[src/rtl/mstl_pkg.sv]
// Package for the master/stack tile layout block.
// Holds the slot limits, the payload and control structs and the register indexes.
// No dependencies.
`default_nettype none

package mstl_pkg;

    localparam int WINDOW_SLOTS = 16;
    localparam int MAX_EMIT     = 16;
    localparam int SLOT_LIMIT   = (WINDOW_SLOTS < MAX_EMIT) ? WINDOW_SLOTS : MAX_EMIT;
    localparam int IDX_W        = $clog2(SLOT_LIMIT);
    localparam int CNT_W        = $clog2(SLOT_LIMIT + 1);
    localparam int SLOT_IDX_W   = 4;
    localparam int PIX_W        = 12;
    localparam int BYTE_W       = 8;
    localparam int RATIO_W      = 16;
    localparam int CFG_DATA_W   = 16;
    localparam int CFG_IDX_W    = 3;
    localparam int DIV_CNT_W    = $clog2(PIX_W);

    typedef enum logic [CFG_IDX_W-1:0] {
        REG_SCREEN_WIDTH    = 3'd0,
        REG_SCREEN_HEIGHT   = 3'd1,
        REG_TASKBAR_HEIGHT  = 3'd2,
        REG_BORDER_WIDTH    = 3'd3,
        REG_TITLEBAR_HEIGHT = 3'd4,
        REG_MASTER_RATIO    = 3'd5
    } cfg_reg_t;

    typedef struct packed {
        logic active;
        logic tiled;
        logic last_slot;
    } in_t;

    typedef struct packed {
        logic [SLOT_IDX_W-1:0] slot_index;
        logic [PIX_W-1:0]      pos_x;
        logic [PIX_W-1:0]      pos_y;
        logic [PIX_W-1:0]      width;
        logic [PIX_W-1:0]      height;
        logic [PIX_W-1:0]      content_x;
        logic [PIX_W-1:0]      content_y;
        logic [PIX_W-1:0]      content_width;
        logic [PIX_W-1:0]      content_height;
        logic                  last_rect;
    } out_t;

    typedef struct packed {
        logic record;
        logic prep;
        logic div_step;
        logic scan_step;
        logic finish;
    } ctrl_cmd_t;

    typedef struct packed {
        logic none_tiled;
        logic need_div;
        logic div_done;
        logic scan_last;
    } dp_sts_t;

endpackage

`default_nettype wire

[src/rtl/mstl_dp.sv]
// Datapath of the master/stack tile layout block: registers, slot map,
// master width multiply, row height divider and rectangle generation.
// Depends on mstl_pkg.
`default_nettype none

module mstl_dp (
    input  wire logic                            clk,
    input  wire logic                            rst_n,
    input  wire mstl_pkg::in_t                   item,
    input  wire logic                            cfg_we,
    input  wire logic [mstl_pkg::CFG_IDX_W-1:0]  cfg_index,
    input  wire logic [mstl_pkg::CFG_DATA_W-1:0] cfg_data,
    input  wire mstl_pkg::ctrl_cmd_t             cmd,
    output mstl_pkg::dp_sts_t                    sts,
    output mstl_pkg::out_t                       result,
    output logic                                 result_strobe
);

    localparam int IDX_W = mstl_pkg::IDX_W;
    localparam int CNT_W = mstl_pkg::CNT_W;
    localparam int PIX_W = mstl_pkg::PIX_W;
    localparam int BW    = mstl_pkg::BYTE_W;
    localparam int RW    = mstl_pkg::RATIO_W;
    localparam int DCW   = mstl_pkg::DIV_CNT_W;

    logic [PIX_W-1:0] screen_w_reg;
    logic [PIX_W-1:0] screen_h_reg;
    logic [PIX_W-1:0] taskbar_h_reg;
    logic [BW-1:0]    border_w_reg;
    logic [BW-1:0]    title_h_reg;
    logic [RW-1:0]    ratio_reg;

    logic             tiled_map_reg [mstl_pkg::SLOT_LIMIT];
    logic [CNT_W-1:0] load_index_reg;
    logic [CNT_W-1:0] tiled_count_reg;

    logic [PIX_W-1:0] col_w_reg;
    logic [PIX_W-1:0] avail_h_reg;
    logic [IDX_W-1:0] divisor_reg;
    logic [PIX_W-1:0] quo_reg;
    logic [IDX_W-1:0] rem_reg;
    logic [DCW-1:0]   div_cnt_reg;
    logic [IDX_W-1:0] i_reg;
    logic [CNT_W-1:0] k_reg;
    logic [PIX_W-1:0] y_reg;
    mstl_pkg::out_t   result_reg;
    logic             strobe_reg;

    logic [PIX_W+RW-1:0] product;
    logic [PIX_W-1:0]    avail_h;
    logic [IDX_W:0]      trial;
    logic                trial_ge;
    logic                rec_tiled;
    logic                hit;
    logic                single;
    logic                is_last;
    logic [PIX_W-1:0]    stack_w;
    logic [PIX_W-1:0]    rx;
    logic [PIX_W-1:0]    ry;
    logic [PIX_W-1:0]    rw;
    logic [PIX_W-1:0]    rh;
    logic [PIX_W:0]      sum_x;
    logic [PIX_W:0]      sum_y;
    logic [BW:0]         inset_w;
    logic [BW:0]         inset_h;
    mstl_pkg::out_t      rect;

    always_comb
    begin
        product   = PIX_W'(0) + (PIX_W + RW)'(screen_w_reg) * (PIX_W + RW)'(ratio_reg);
        avail_h   = (screen_h_reg > taskbar_h_reg) ? (screen_h_reg - taskbar_h_reg) : '0;
        trial     = {rem_reg, quo_reg[PIX_W-1]};
        trial_ge  = trial >= {1'b0, divisor_reg};
        rec_tiled = item.active && item.tiled;
        hit       = tiled_map_reg[i_reg];
        single    = tiled_count_reg == CNT_W'(1);
        is_last   = (k_reg + CNT_W'(1)) == tiled_count_reg;
        stack_w   = screen_w_reg - col_w_reg;

        if (single)
        begin
            rx = '0;
            ry = '0;
            rw = screen_w_reg;
            rh = avail_h_reg;
        end
        else if (k_reg == '0)
        begin
            rx = '0;
            ry = '0;
            rw = col_w_reg;
            rh = avail_h_reg;
        end
        else
        begin
            rx = col_w_reg;
            ry = y_reg;
            rw = stack_w;
            rh = is_last ? (quo_reg + PIX_W'(rem_reg)) : quo_reg;
        end

        sum_x   = {1'b0, rx} + (PIX_W + 1)'(border_w_reg);
        sum_y   = {1'b0, ry} + (PIX_W + 1)'(title_h_reg);
        inset_w = {border_w_reg, 1'b0};
        inset_h = (BW + 1)'(title_h_reg) + (BW + 1)'(border_w_reg);

        rect.slot_index     = mstl_pkg::SLOT_IDX_W'(i_reg);
        rect.pos_x          = rx;
        rect.pos_y          = ry;
        rect.width          = rw;
        rect.height         = rh;
        rect.content_x      = sum_x[PIX_W] ? '1 : sum_x[PIX_W-1:0];
        rect.content_y      = sum_y[PIX_W] ? '1 : sum_y[PIX_W-1:0];
        rect.content_width  = (rw > PIX_W'(inset_w)) ? (rw - PIX_W'(inset_w)) : '0;
        rect.content_height = (rh > PIX_W'(inset_h)) ? (rh - PIX_W'(inset_h)) : '0;
        rect.last_rect      = is_last;
    end

    always_ff @(posedge clk or negedge rst_n)
    begin
        if (!rst_n)
        begin
            screen_w_reg  <= PIX_W'(1024);
            screen_h_reg  <= PIX_W'(768);
            taskbar_h_reg <= PIX_W'(24);
            border_w_reg  <= BW'(2);
            title_h_reg   <= BW'(20);
            ratio_reg     <= RW'(32768);
        end
        else if (cfg_we)
        begin
            case (cfg_index)
                mstl_pkg::REG_SCREEN_WIDTH:    screen_w_reg  <= cfg_data[PIX_W-1:0];
                mstl_pkg::REG_SCREEN_HEIGHT:   screen_h_reg  <= cfg_data[PIX_W-1:0];
                mstl_pkg::REG_TASKBAR_HEIGHT:  taskbar_h_reg <= cfg_data[PIX_W-1:0];
                mstl_pkg::REG_BORDER_WIDTH:    border_w_reg  <= cfg_data[BW-1:0];
                mstl_pkg::REG_TITLEBAR_HEIGHT: title_h_reg   <= cfg_data[BW-1:0];
                mstl_pkg::REG_MASTER_RATIO:    ratio_reg     <= cfg_data[RW-1:0];
                default:                       ;
            endcase
        end
    end

    always_ff @(posedge clk or negedge rst_n)
    begin
        if (!rst_n)
        begin
            load_index_reg  <= '0;
            tiled_count_reg <= '0;
            div_cnt_reg     <= '0;
            i_reg           <= '0;
            k_reg           <= '0;
            strobe_reg      <= 1'b0;
        end
        else
        begin
            strobe_reg <= cmd.scan_step && hit;
            if (cmd.record && (load_index_reg < CNT_W'(mstl_pkg::SLOT_LIMIT)))
            begin
                load_index_reg <= load_index_reg + CNT_W'(1);
                if (rec_tiled)
                begin
                    tiled_count_reg <= tiled_count_reg + CNT_W'(1);
                end
            end
            if (cmd.finish)
            begin
                load_index_reg  <= '0;
                tiled_count_reg <= '0;
            end
            if (cmd.prep)
            begin
                div_cnt_reg <= '0;
                i_reg       <= '0;
                k_reg       <= '0;
            end
            if (cmd.div_step)
            begin
                div_cnt_reg <= div_cnt_reg + DCW'(1);
            end
            if (cmd.scan_step)
            begin
                i_reg <= i_reg + IDX_W'(1);
                if (hit)
                begin
                    k_reg <= k_reg + CNT_W'(1);
                end
            end
        end
    end

    always_ff @(posedge clk)
    begin
        if (cmd.record && (load_index_reg < CNT_W'(mstl_pkg::SLOT_LIMIT)))
        begin
            tiled_map_reg[load_index_reg[IDX_W-1:0]] <= rec_tiled;
        end
        if (cmd.prep)
        begin
            col_w_reg    <= product[PIX_W+RW-1:RW];
            avail_h_reg  <= avail_h;
            divisor_reg  <= IDX_W'(tiled_count_reg - CNT_W'(1));
            quo_reg      <= avail_h;
            rem_reg      <= '0;
            y_reg        <= '0;
        end
        if (cmd.div_step)
        begin
            quo_reg <= {quo_reg[PIX_W-2:0], trial_ge};
            rem_reg <= trial_ge ? IDX_W'(trial - {1'b0, divisor_reg}) : IDX_W'(trial);
        end
        if (cmd.scan_step && hit)
        begin
            result_reg <= rect;
            if (!single && (k_reg != '0))
            begin
                y_reg <= y_reg + quo_reg;
            end
        end
    end

    assign sts.none_tiled = tiled_count_reg == '0;
    assign sts.need_div   = tiled_count_reg > CNT_W'(1);
    assign sts.div_done   = div_cnt_reg == DCW'(PIX_W - 1);
    assign sts.scan_last  = (CNT_W'(i_reg) + CNT_W'(1)) == load_index_reg;

    assign result        = result_reg;
    assign result_strobe = strobe_reg;

    // A run ends with its final rectangle, so no transaction follows it directly.
    a_last_ends_run: assert property (@(posedge clk) disable iff (!rst_n)
        strobe_reg && result_reg.last_rect |=> !strobe_reg)
        else $error("transaction followed the final rectangle of a run");

    // The divider only runs with at least one stacked window.
    a_div_nonzero: assert property (@(posedge clk) disable iff (!rst_n)
        cmd.div_step |-> divisor_reg != '0)
        else $error("division step with zero divisor");

    // The scan never emits more rectangles than tiled slots were recorded.
    a_emit_bound: assert property (@(posedge clk) disable iff (!rst_n)
        cmd.scan_step && hit |-> k_reg < tiled_count_reg)
        else $error("more rectangles than tiled slots");

    // The scan only walks slots that were recorded in this run.
    a_scan_loaded: assert property (@(posedge clk) disable iff (!rst_n)
        cmd.scan_step |-> CNT_W'(i_reg) < load_index_reg)
        else $error("scan beyond the recorded slots");

endmodule

`default_nettype wire

[src/rtl/mstl_ctrl.sv]
// Controller of the master/stack tile layout block: sequences recording,
// setup, row height division and the slot scan. Depends on mstl_pkg.
`default_nettype none

module mstl_ctrl (
    input  wire logic                clk,
    input  wire logic                rst_n,
    input  wire logic                start,
    input  wire logic                last_slot,
    input  wire mstl_pkg::dp_sts_t   sts,
    output mstl_pkg::ctrl_cmd_t      cmd,
    output logic                     busy
);

    typedef enum logic [1:0] {
        ST_IDLE,
        ST_PREP,
        ST_DIV,
        ST_SCAN
    } state_t;

    state_t state_reg;
    state_t state_next;

    always_comb
    begin
        state_next = state_reg;
        cmd        = '0;
        case (state_reg)
            ST_IDLE:
            begin
                if (start)
                begin
                    cmd.record = 1'b1;
                    if (last_slot)
                    begin
                        state_next = ST_PREP;
                    end
                end
            end
            ST_PREP:
            begin
                cmd.prep = 1'b1;
                if (sts.none_tiled)
                begin
                    cmd.finish = 1'b1;
                    state_next = ST_IDLE;
                end
                else if (sts.need_div)
                begin
                    state_next = ST_DIV;
                end
                else
                begin
                    state_next = ST_SCAN;
                end
            end
            ST_DIV:
            begin
                cmd.div_step = 1'b1;
                if (sts.div_done)
                begin
                    state_next = ST_SCAN;
                end
            end
            ST_SCAN:
            begin
                cmd.scan_step = 1'b1;
                if (sts.scan_last)
                begin
                    cmd.finish = 1'b1;
                    state_next = ST_IDLE;
                end
            end
            default:
            begin
                state_next = ST_IDLE;
            end
        endcase
    end

    always_ff @(posedge clk or negedge rst_n)
    begin
        if (!rst_n)
        begin
            state_reg <= ST_IDLE;
        end
        else
        begin
            state_reg <= state_next;
        end
    end

    assign busy = state_reg != ST_IDLE;

endmodule

`default_nettype wire

[src/rtl/master_stack_tile_layout.sv]
// Top level of the master/stack tile layout block.
// Depends on mstl_pkg, mstl_ctrl and mstl_dp.
//
// One transaction on the input side describes one window slot, in slot order
// from slot 0. A transaction is taken at a rising edge where start is high and
// busy is low. Slots that carry no last_slot mark are recorded and busy stays
// low. The slot marked last starts the layout: a setup state with the master
// width multiply, then a bit-serial row height divider when two or more
// windows are tiled, then a scan that visits one recorded slot per cycle.
// Each tiled slot gives one result transaction, shown for one cycle with
// result_strobe high, in the cycle after its scan step; the final one carries
// last_rect. The result of the last recorded slot, if it is tiled, shows in
// the first cycle with busy low. With no tiled slot busy is high in the setup
// state only and nothing is emitted. The receiver cannot stall results.
// Configuration is written through cfg_we, cfg_index and cfg_data; the user
// must write it only while busy is low, which the block does not enforce.
// Reset loads the default register values and empties the slot record.
`default_nettype none

module master_stack_tile_layout (
    input  wire logic                            clk,
    input  wire logic                            rst_n,
    input  wire logic                            start,
    input  wire mstl_pkg::in_t                   item,
    output logic                                 busy,
    input  wire logic                            cfg_we,
    input  wire logic [mstl_pkg::CFG_IDX_W-1:0]  cfg_index,
    input  wire logic [mstl_pkg::CFG_DATA_W-1:0] cfg_data,
    output mstl_pkg::out_t                       result,
    output logic                                 result_strobe
);

    mstl_pkg::ctrl_cmd_t cmd;
    mstl_pkg::dp_sts_t   sts;

    mstl_ctrl u_ctrl (
        .clk       (clk),
        .rst_n     (rst_n),
        .start     (start),
        .last_slot (item.last_slot),
        .sts       (sts),
        .cmd       (cmd),
        .busy      (busy)
    );

    mstl_dp u_dp (
        .clk           (clk),
        .rst_n         (rst_n),
        .item          (item),
        .cfg_we        (cfg_we),
        .cfg_index     (cfg_index),
        .cfg_data      (cfg_data),
        .cmd           (cmd),
        .sts           (sts),
        .result        (result),
        .result_strobe (result_strobe)
    );

endmodule

`default_nettype wire
[config.mk]
export PLATFORM = sky130hd
export DESIGN_NAME = master_stack_tile_layout
export DESIGN_NICKNAME = d
export VERILOG_FILES = /design/src/rtl/mstl_pkg.sv /design/src/rtl/mstl_dp.sv /design/src/rtl/mstl_ctrl.sv /design/src/rtl/master_stack_tile_layout.sv
export SDC_FILE = /design/constraint.sdc
export NUM_CORES = 1
export LEC_CHECK = 0
export BUFFER_PORTS_ARGS = -buffer_cell sky130_fd_sc_hd__buf_4
export CAP_MARGIN = 20
export CORE_MARGIN = 2
export CORE_UTILIZATION = 45
export CTS_CLUSTER_DIAMETER = 40
export DETAILED_ROUTE_END_ITERATION = 7
export SLEW_MARGIN = 0
export SYNTH_ARGS = -nofsm -noshare
export SYNTH_HDL_FRONTEND = slang
export SYNTH_SLANG_ARGS = --single-unit
[constraint.sdc]
create_clock -name clk -period 15.2 [get_ports clk]
set_clock_uncertainty 0.2 [all_clocks]
set_input_delay 1.52 -clock clk [delete_from_list [all_inputs] [get_ports clk]]
set_output_delay 1.52 -clock clk [all_outputs]
set_load 0.05 [all_outputs]
==> flow_summary.html <==
<table>
<tr><th>Metric</th><th>Value</th></tr>
<tr><th colspan="2">Setup path</th></tr>
<tr><td>Worst endpoint required time</td><td>15.30 ns</td></tr>
<tr><td>R2r startpoint</td><td>u_dp.screen_w_reg[5]</td></tr>
<tr><td>Category of the worst setup path capture point</td><td>register</td></tr>
<tr><td>Critical-path maximum fanout</td><td>19</td></tr>
<tr><td>Startpoint type of the worst setup path</td><td>register</td></tr>
<tr><td>Data arrival time of the critical path</td><td>6.41 ns</td></tr>
<tr><td>Type of the worst setup path</td><td>register to register</td></tr>
<tr><td>R2r setup slk</td><td>8.88 ns</td></tr>
<tr><td>Source of the critical timing path</td><td>u_dp.screen_w_reg[5]</td></tr>
<tr><th colspan="2">Logic synthesis</th></tr>
<tr><td>Main combinational cell family by area after synthesis</td><td>adder cells</td></tr>
<tr><td>Yosys warning total</td><td>0</td></tr>
<tr><td>Post-synthesis cell type with the largest combined area</td><td>sky130_fd_sc_hd__edfxtp_1</td></tr>
<tr><td>Cell with the most instances after synthesis</td><td>sky130_fd_sc_hd__inv_1</td></tr>
<tr><td>Area fraction in compound gates after synthesis</td><td>9.34%</td></tr>
<tr><td>Multiplexer area fraction after synthesis</td><td>4.10%</td></tr>
<tr><td>Post-synth top cells</td><td>sky130_fd_sc_hd__inv_1, sky130_fd_sc_hd__nand2_1, sky130_fd_sc_hd__ha_1, sky130_fd_sc_hd__edfxtp_1, sky130_fd_sc_hd__fa_1</td></tr>
<tr><td>Most common flop cell mapped by yosys</td><td>sky130_fd_sc_hd__edfxtp_1</td></tr>
<tr><td>Number of library cell types mapped by synthesis</td><td>77</td></tr>
<tr><td>Synthesized area divided by synthesized cell count</td><td>10.3 µm²</td></tr>
<tr><td>Sequential share of the synthesized area</td><td>36.9%</td></tr>
<tr><td>Cells after Synth</td><td>1961</td></tr>
<tr><td>Area share of and/or/nand/nor cells after synthesis</td><td>15.2%</td></tr>
<tr><td>Adder-cell share of the synthesized area</td><td>24.8%</td></tr>
<tr><td>Area share of the largest cell type after synthesis</td><td>24.0%</td></tr>
<tr><td>Leading cell types by total area after synthesis</td><td>sky130_fd_sc_hd__edfxtp_1, sky130_fd_sc_hd__fa_1, sky130_fd_sc_hd__dfrtp_1</td></tr>
<tr><td>Synthesized net count</td><td>2298</td></tr>
<tr><td>Synthesized-area fraction occupied by xor and xnor cells</td><td>3.78%</td></tr>
<tr><td>Cell area after technology mapping</td><td>20200 µm²</td></tr>
<tr><td>Share of flip-flops with an asynchronous set or reset</td><td>35.2%</td></tr>
<tr><td>Total of flip-flops plus latches after synthesis</td><td>267</td></tr>
<tr><td>Number of synthesized flops with an enable pin</td><td>161</td></tr>
<tr><th colspan="2">Cells and area</th></tr>
<tr><td>Number of nets in the layout</td><td>2418</td></tr>
<tr><td>Area occupied by multi-input gates</td><td>11600 µm²</td></tr>
<tr><td>Non-Filler Instances</td><td>2712</td></tr>
<tr><td>Layout cells sized above 1</td><td>15.0%</td></tr>
<tr><td>Area growth, synth to finish</td><td>16.1%</td></tr>
<tr><td>Antenna cells</td><td>0</td></tr>
<tr><td>Layout filler cell count</td><td>3873</td></tr>
<tr><td>Sequential standard cell area</td><td>7440 µm²</td></tr>
<tr><td>Largest register FFs</td><td>101</td></tr>
<tr><th colspan="2">GRT</th></tr>
<tr><td>Busiest layer in global routing</td><td>met2</td></tr>
<tr><td>Gr ovfl total</td><td>0</td></tr>
<tr><td>Number of global-route vias before repair</td><td>14400</td></tr>
<tr><td>Initial antenna violation count</td><td>1</td></tr>
<tr><td>Met1 track demand over resource</td><td>30.1%</td></tr>
<tr><td>Global-route wire length before repair</td><td>77.4 mm</td></tr>
<tr><td>Largest net degree at the start of global routing</td><td>82</td></tr>
<tr><td>Global-route track usage on met3</td><td>3.89%</td></tr>
<tr><td>Total routing resource utilization after global routing</td><td>20.9%</td></tr>
<tr><td>Met2 track demand over resource in global routing</td><td>32.2%</td></tr>
<tr><th colspan="2">Route</th></tr>
<tr><td>Mean routed wirelength per cell</td><td>17.4 µm</td></tr>
<tr><td>Residual DRC count</td><td>0</td></tr>
<tr><td>Per-cell via count in the routed design</td><td>5.26</td></tr>
<tr><td>Antenna-violating nets left</td><td>0</td></tr>
<tr><td>Total number of vias</td><td>14300</td></tr>
<tr><td>Starting DRC count in detailed routing</td><td>818</td></tr>
<tr><td>Drt total wl</td><td>47.2 mm</td></tr>
<tr><td>Number of iterations in the first detailed-routing pass</td><td>5</td></tr>
<tr><th colspan="2">CTS</th></tr>
<tr><td>Insertion delay of the later-clocked pin in the worst-skew pair</td><td>0.57 ns</td></tr>
<tr><td>Number of levels in the clock H-tree</td><td>2</td></tr>
<tr><td>Hold buffer count at CTS</td><td>0</td></tr>
<tr><td>Post-cts sizing count</td><td>0</td></tr>
<tr><td>Clock root cell</td><td>sky130_fd_sc_hd__clkbuf_16</td></tr>
<tr><td>CTS tree</td><td>yes</td></tr>
<tr><td>Post-CTS Setup Bufs</td><td>0</td></tr>
<tr><td>Clock-pin slew on the worst setup and hold paths</td><td>0.05 ns</td></tr>
<tr><td>Clock buffer count from CTS</td><td>47</td></tr>
<tr><td>Clock sink total</td><td>267</td></tr>
<tr><td>Number of buffers on the longest clock path</td><td>3</td></tr>
<tr><th colspan="2">Die</th></tr>
<tr><td>Initial Utilization</td><td>45.6%</td></tr>
<tr><td>Die Y</td><td>216 µm</td></tr>
<tr><td>Core ar.</td><td>44200 µm²</td></tr>
<tr><td>Floorplan die area</td><td>46600 µm²</td></tr>
<tr><td>Number of rows created at floorplan</td><td>77</td></tr>
<tr><td>Boundary pin count</td><td>129</td></tr>
<tr><td>Width of the chip</td><td>216 µm</td></tr>
<tr><th colspan="2">STA</th></tr>
<tr><td>Hold Worst Slack</td><td>0.312 ns</td></tr>
<tr><td>Max-Slew Margin vs Limit</td><td>31.0%</td></tr>
<tr><td>Number of setup violations in the final report</td><td>0</td></tr>
<tr><td>Period minus WS final</td><td>6.32 ns</td></tr>
<tr><td>Maximum frequency from static timing analysis</td><td>0.158 GHz</td></tr>
<tr><td>RSZ-0062 raised after global routing</td><td>false</td></tr>
<tr><td>Setup TNS</td><td>0 ns</td></tr>
<tr><td>Slew @ Worst Pin</td><td>1.03 ns</td></tr>
<tr><td>Final-report hold violation count</td><td>0</td></tr>
<tr><td>Count of pins over their slew limit</td><td>0</td></tr>
<tr><td>Post-route clock period utilization</td><td>41.5%</td></tr>
<tr><th colspan="2">Status</th></tr>
<tr><td>Run status</td><td>completed</td></tr>
<tr><th colspan="2">Hold path</th></tr>
<tr><td>Startpoint of the tightest hold check path</td><td>u_dp.taskbar_h_reg[3]</td></tr>
<tr><td>Classification of the worst-slack hold path</td><td>register to register</td></tr>
<tr><th colspan="2">Placed design</th></tr>
<tr><td>I/O Buffers</td><td>128</td></tr>
<tr><td>HPWL reported at the end of detailed placement</td><td>36.5 mm</td></tr>
<tr><td>Last weighted congestion value of the routability-driven placer</td><td>0.861</td></tr>
<tr><td>Cell count after placement</td><td>2623</td></tr>
<tr><th colspan="2">Run</th></tr>
<tr><td>Maxcap violations</td><td>0</td></tr>
</table>
==> routing by layer <==
metal,share of wire (%),up-vias
met3,5.5,80
li1,-,6867
met5,0.028,-
met2,45,347
met4,2.7,2
met1,47,6961
==> layout make-up <==
type	count	area share [%]
timing repair buffer	143	4.67
tap	592	3.16
inverter	242	3.88
clock inverter	32	1.61
multi-input combinational	1380	49.4
clock buffer	56	5.48
sequential	267	31.8
==> path summary, 6_finish.rpt <==
| kind | to | cells after the start |
|---|---|---|
| max reg2reg | u_dp.col_w_reg[11] | 16 |
| min in group asynchronous | u_dp.load_index_reg[4] | 1 |
| min | u_dp.taskbar_h_reg[3] | 2 |
| max | u_dp.col_w_reg[11] | 16 |
| max in group asynchronous | u_dp.screen_w_reg[6] | 2 |
| min reg2reg | u_dp.taskbar_h_reg[3] | 2 |
==> layout by cell type, fill, tap and decap left out, types with 7 or more instances in the layout <==
cell type,synthesis,routed
sky130_fd_sc_hd__a21o_1,23,23
sky130_fd_sc_hd__mux2i_1,13,13
sky130_fd_sc_hd__nand2b_1,23,23
sky130_fd_sc_hd__nor3_1,25,23
sky130_fd_sc_hd__xnor2_1,50,50
sky130_fd_sc_hd__dfxtp_1,12,12
sky130_fd_sc_hd__o21ai_0,94,94
sky130_fd_sc_hd__mux2_2,55,55
sky130_fd_sc_hd__clkbuf_16,0,50
sky130_fd_sc_hd__dfrtp_1,85,85
sky130_fd_sc_hd__a211oi_1,12,12
sky130_fd_sc_hd__dfstp_2,9,9
sky130_fd_sc_hd__o31ai_1,18,18
sky130_fd_sc_hd__nand2_1,226,226
sky130_fd_sc_hd__nand3b_1,13,13
sky130_fd_sc_hd__nand3_1,31,31
sky130_fd_sc_hd__fa_1,149,149
sky130_fd_sc_hd__inv_6,0,10
sky130_fd_sc_hd__a21oi_1,62,62
sky130_fd_sc_hd__nor2b_1,22,22
sky130_fd_sc_hd__inv_1,242,242
sky130_fd_sc_hd__ha_1,162,161
sky130_fd_sc_hd__and3_1,21,21
sky130_fd_sc_hd__and2_1,93,93
sky130_fd_sc_hd__nand4_1,15,15
sky130_fd_sc_hd__buf_4,1,140
sky130_fd_sc_hd__o21bai_1,9,9
sky130_fd_sc_hd__a31oi_1,8,8
sky130_fd_sc_hd__o21a_1,20,20
sky130_fd_sc_hd__o211ai_1,7,7
sky130_fd_sc_hd__xor2_1,37,37
sky130_fd_sc_hd__nor2_1,107,107
sky130_fd_sc_hd__edfxtp_1,161,161
==> metrics by stage <==
step	area [µm²]	worst slack (ns)	util, %
floorplan	20200	7.89	-
global placement	21700	9.09	49.1
detailed placement	21700	8.89	49.1
CTS	23400	8.85	52.9
global route	23400	8.37	53.0
finish	23400	8.88	53.0
==> worst max-delay path: stages, from the launching register on <==
cell and delay, ns:
sky130_fd_sc_hd__dfrtp_1 0.80, sky130_fd_sc_hd__nand2_1 0.17, sky130_fd_sc_hd__fa_1 0.54, sky130_fd_sc_hd__fa_1 0.51
sky130_fd_sc_hd__inv_1 0.04, sky130_fd_sc_hd__ha_1 0.31, sky130_fd_sc_hd__fa_1 0.51, sky130_fd_sc_hd__fa_1 0.50
sky130_fd_sc_hd__ha_1 0.33, sky130_fd_sc_hd__a2111oi_0 0.40, sky130_fd_sc_hd__o21ai_1 0.15, sky130_fd_sc_hd__a221oi_1 0.39
sky130_fd_sc_hd__o221ai_1 0.32, sky130_fd_sc_hd__o22ai_1 0.39, sky130_fd_sc_hd__o21ai_1 0.18, sky130_fd_sc_hd__a21oi_1 0.22
sky130_fd_sc_hd__xnor2_1 0.08
==> logic make-up (layout without fill, tap and decap cells) <==
| group | Yosys count | after routing |
|---|---|---|
| AO/OA/AOI/OAI | 297 | 297 |
| XOR/XNOR | 87 | 87 |
| adder cells (fa/ha/maj) | 311 | 311 |
| buffers and inverters | 314 | 473 |
| flip-flops | 267 | 267 |
| multiplexers | 72 | 72 |
| AND/OR/NAND/NOR | 613 | 613 |
Power is not shown: default switching activity piles up to over one toggle a cycle in this logic, so the estimate is an artifact.
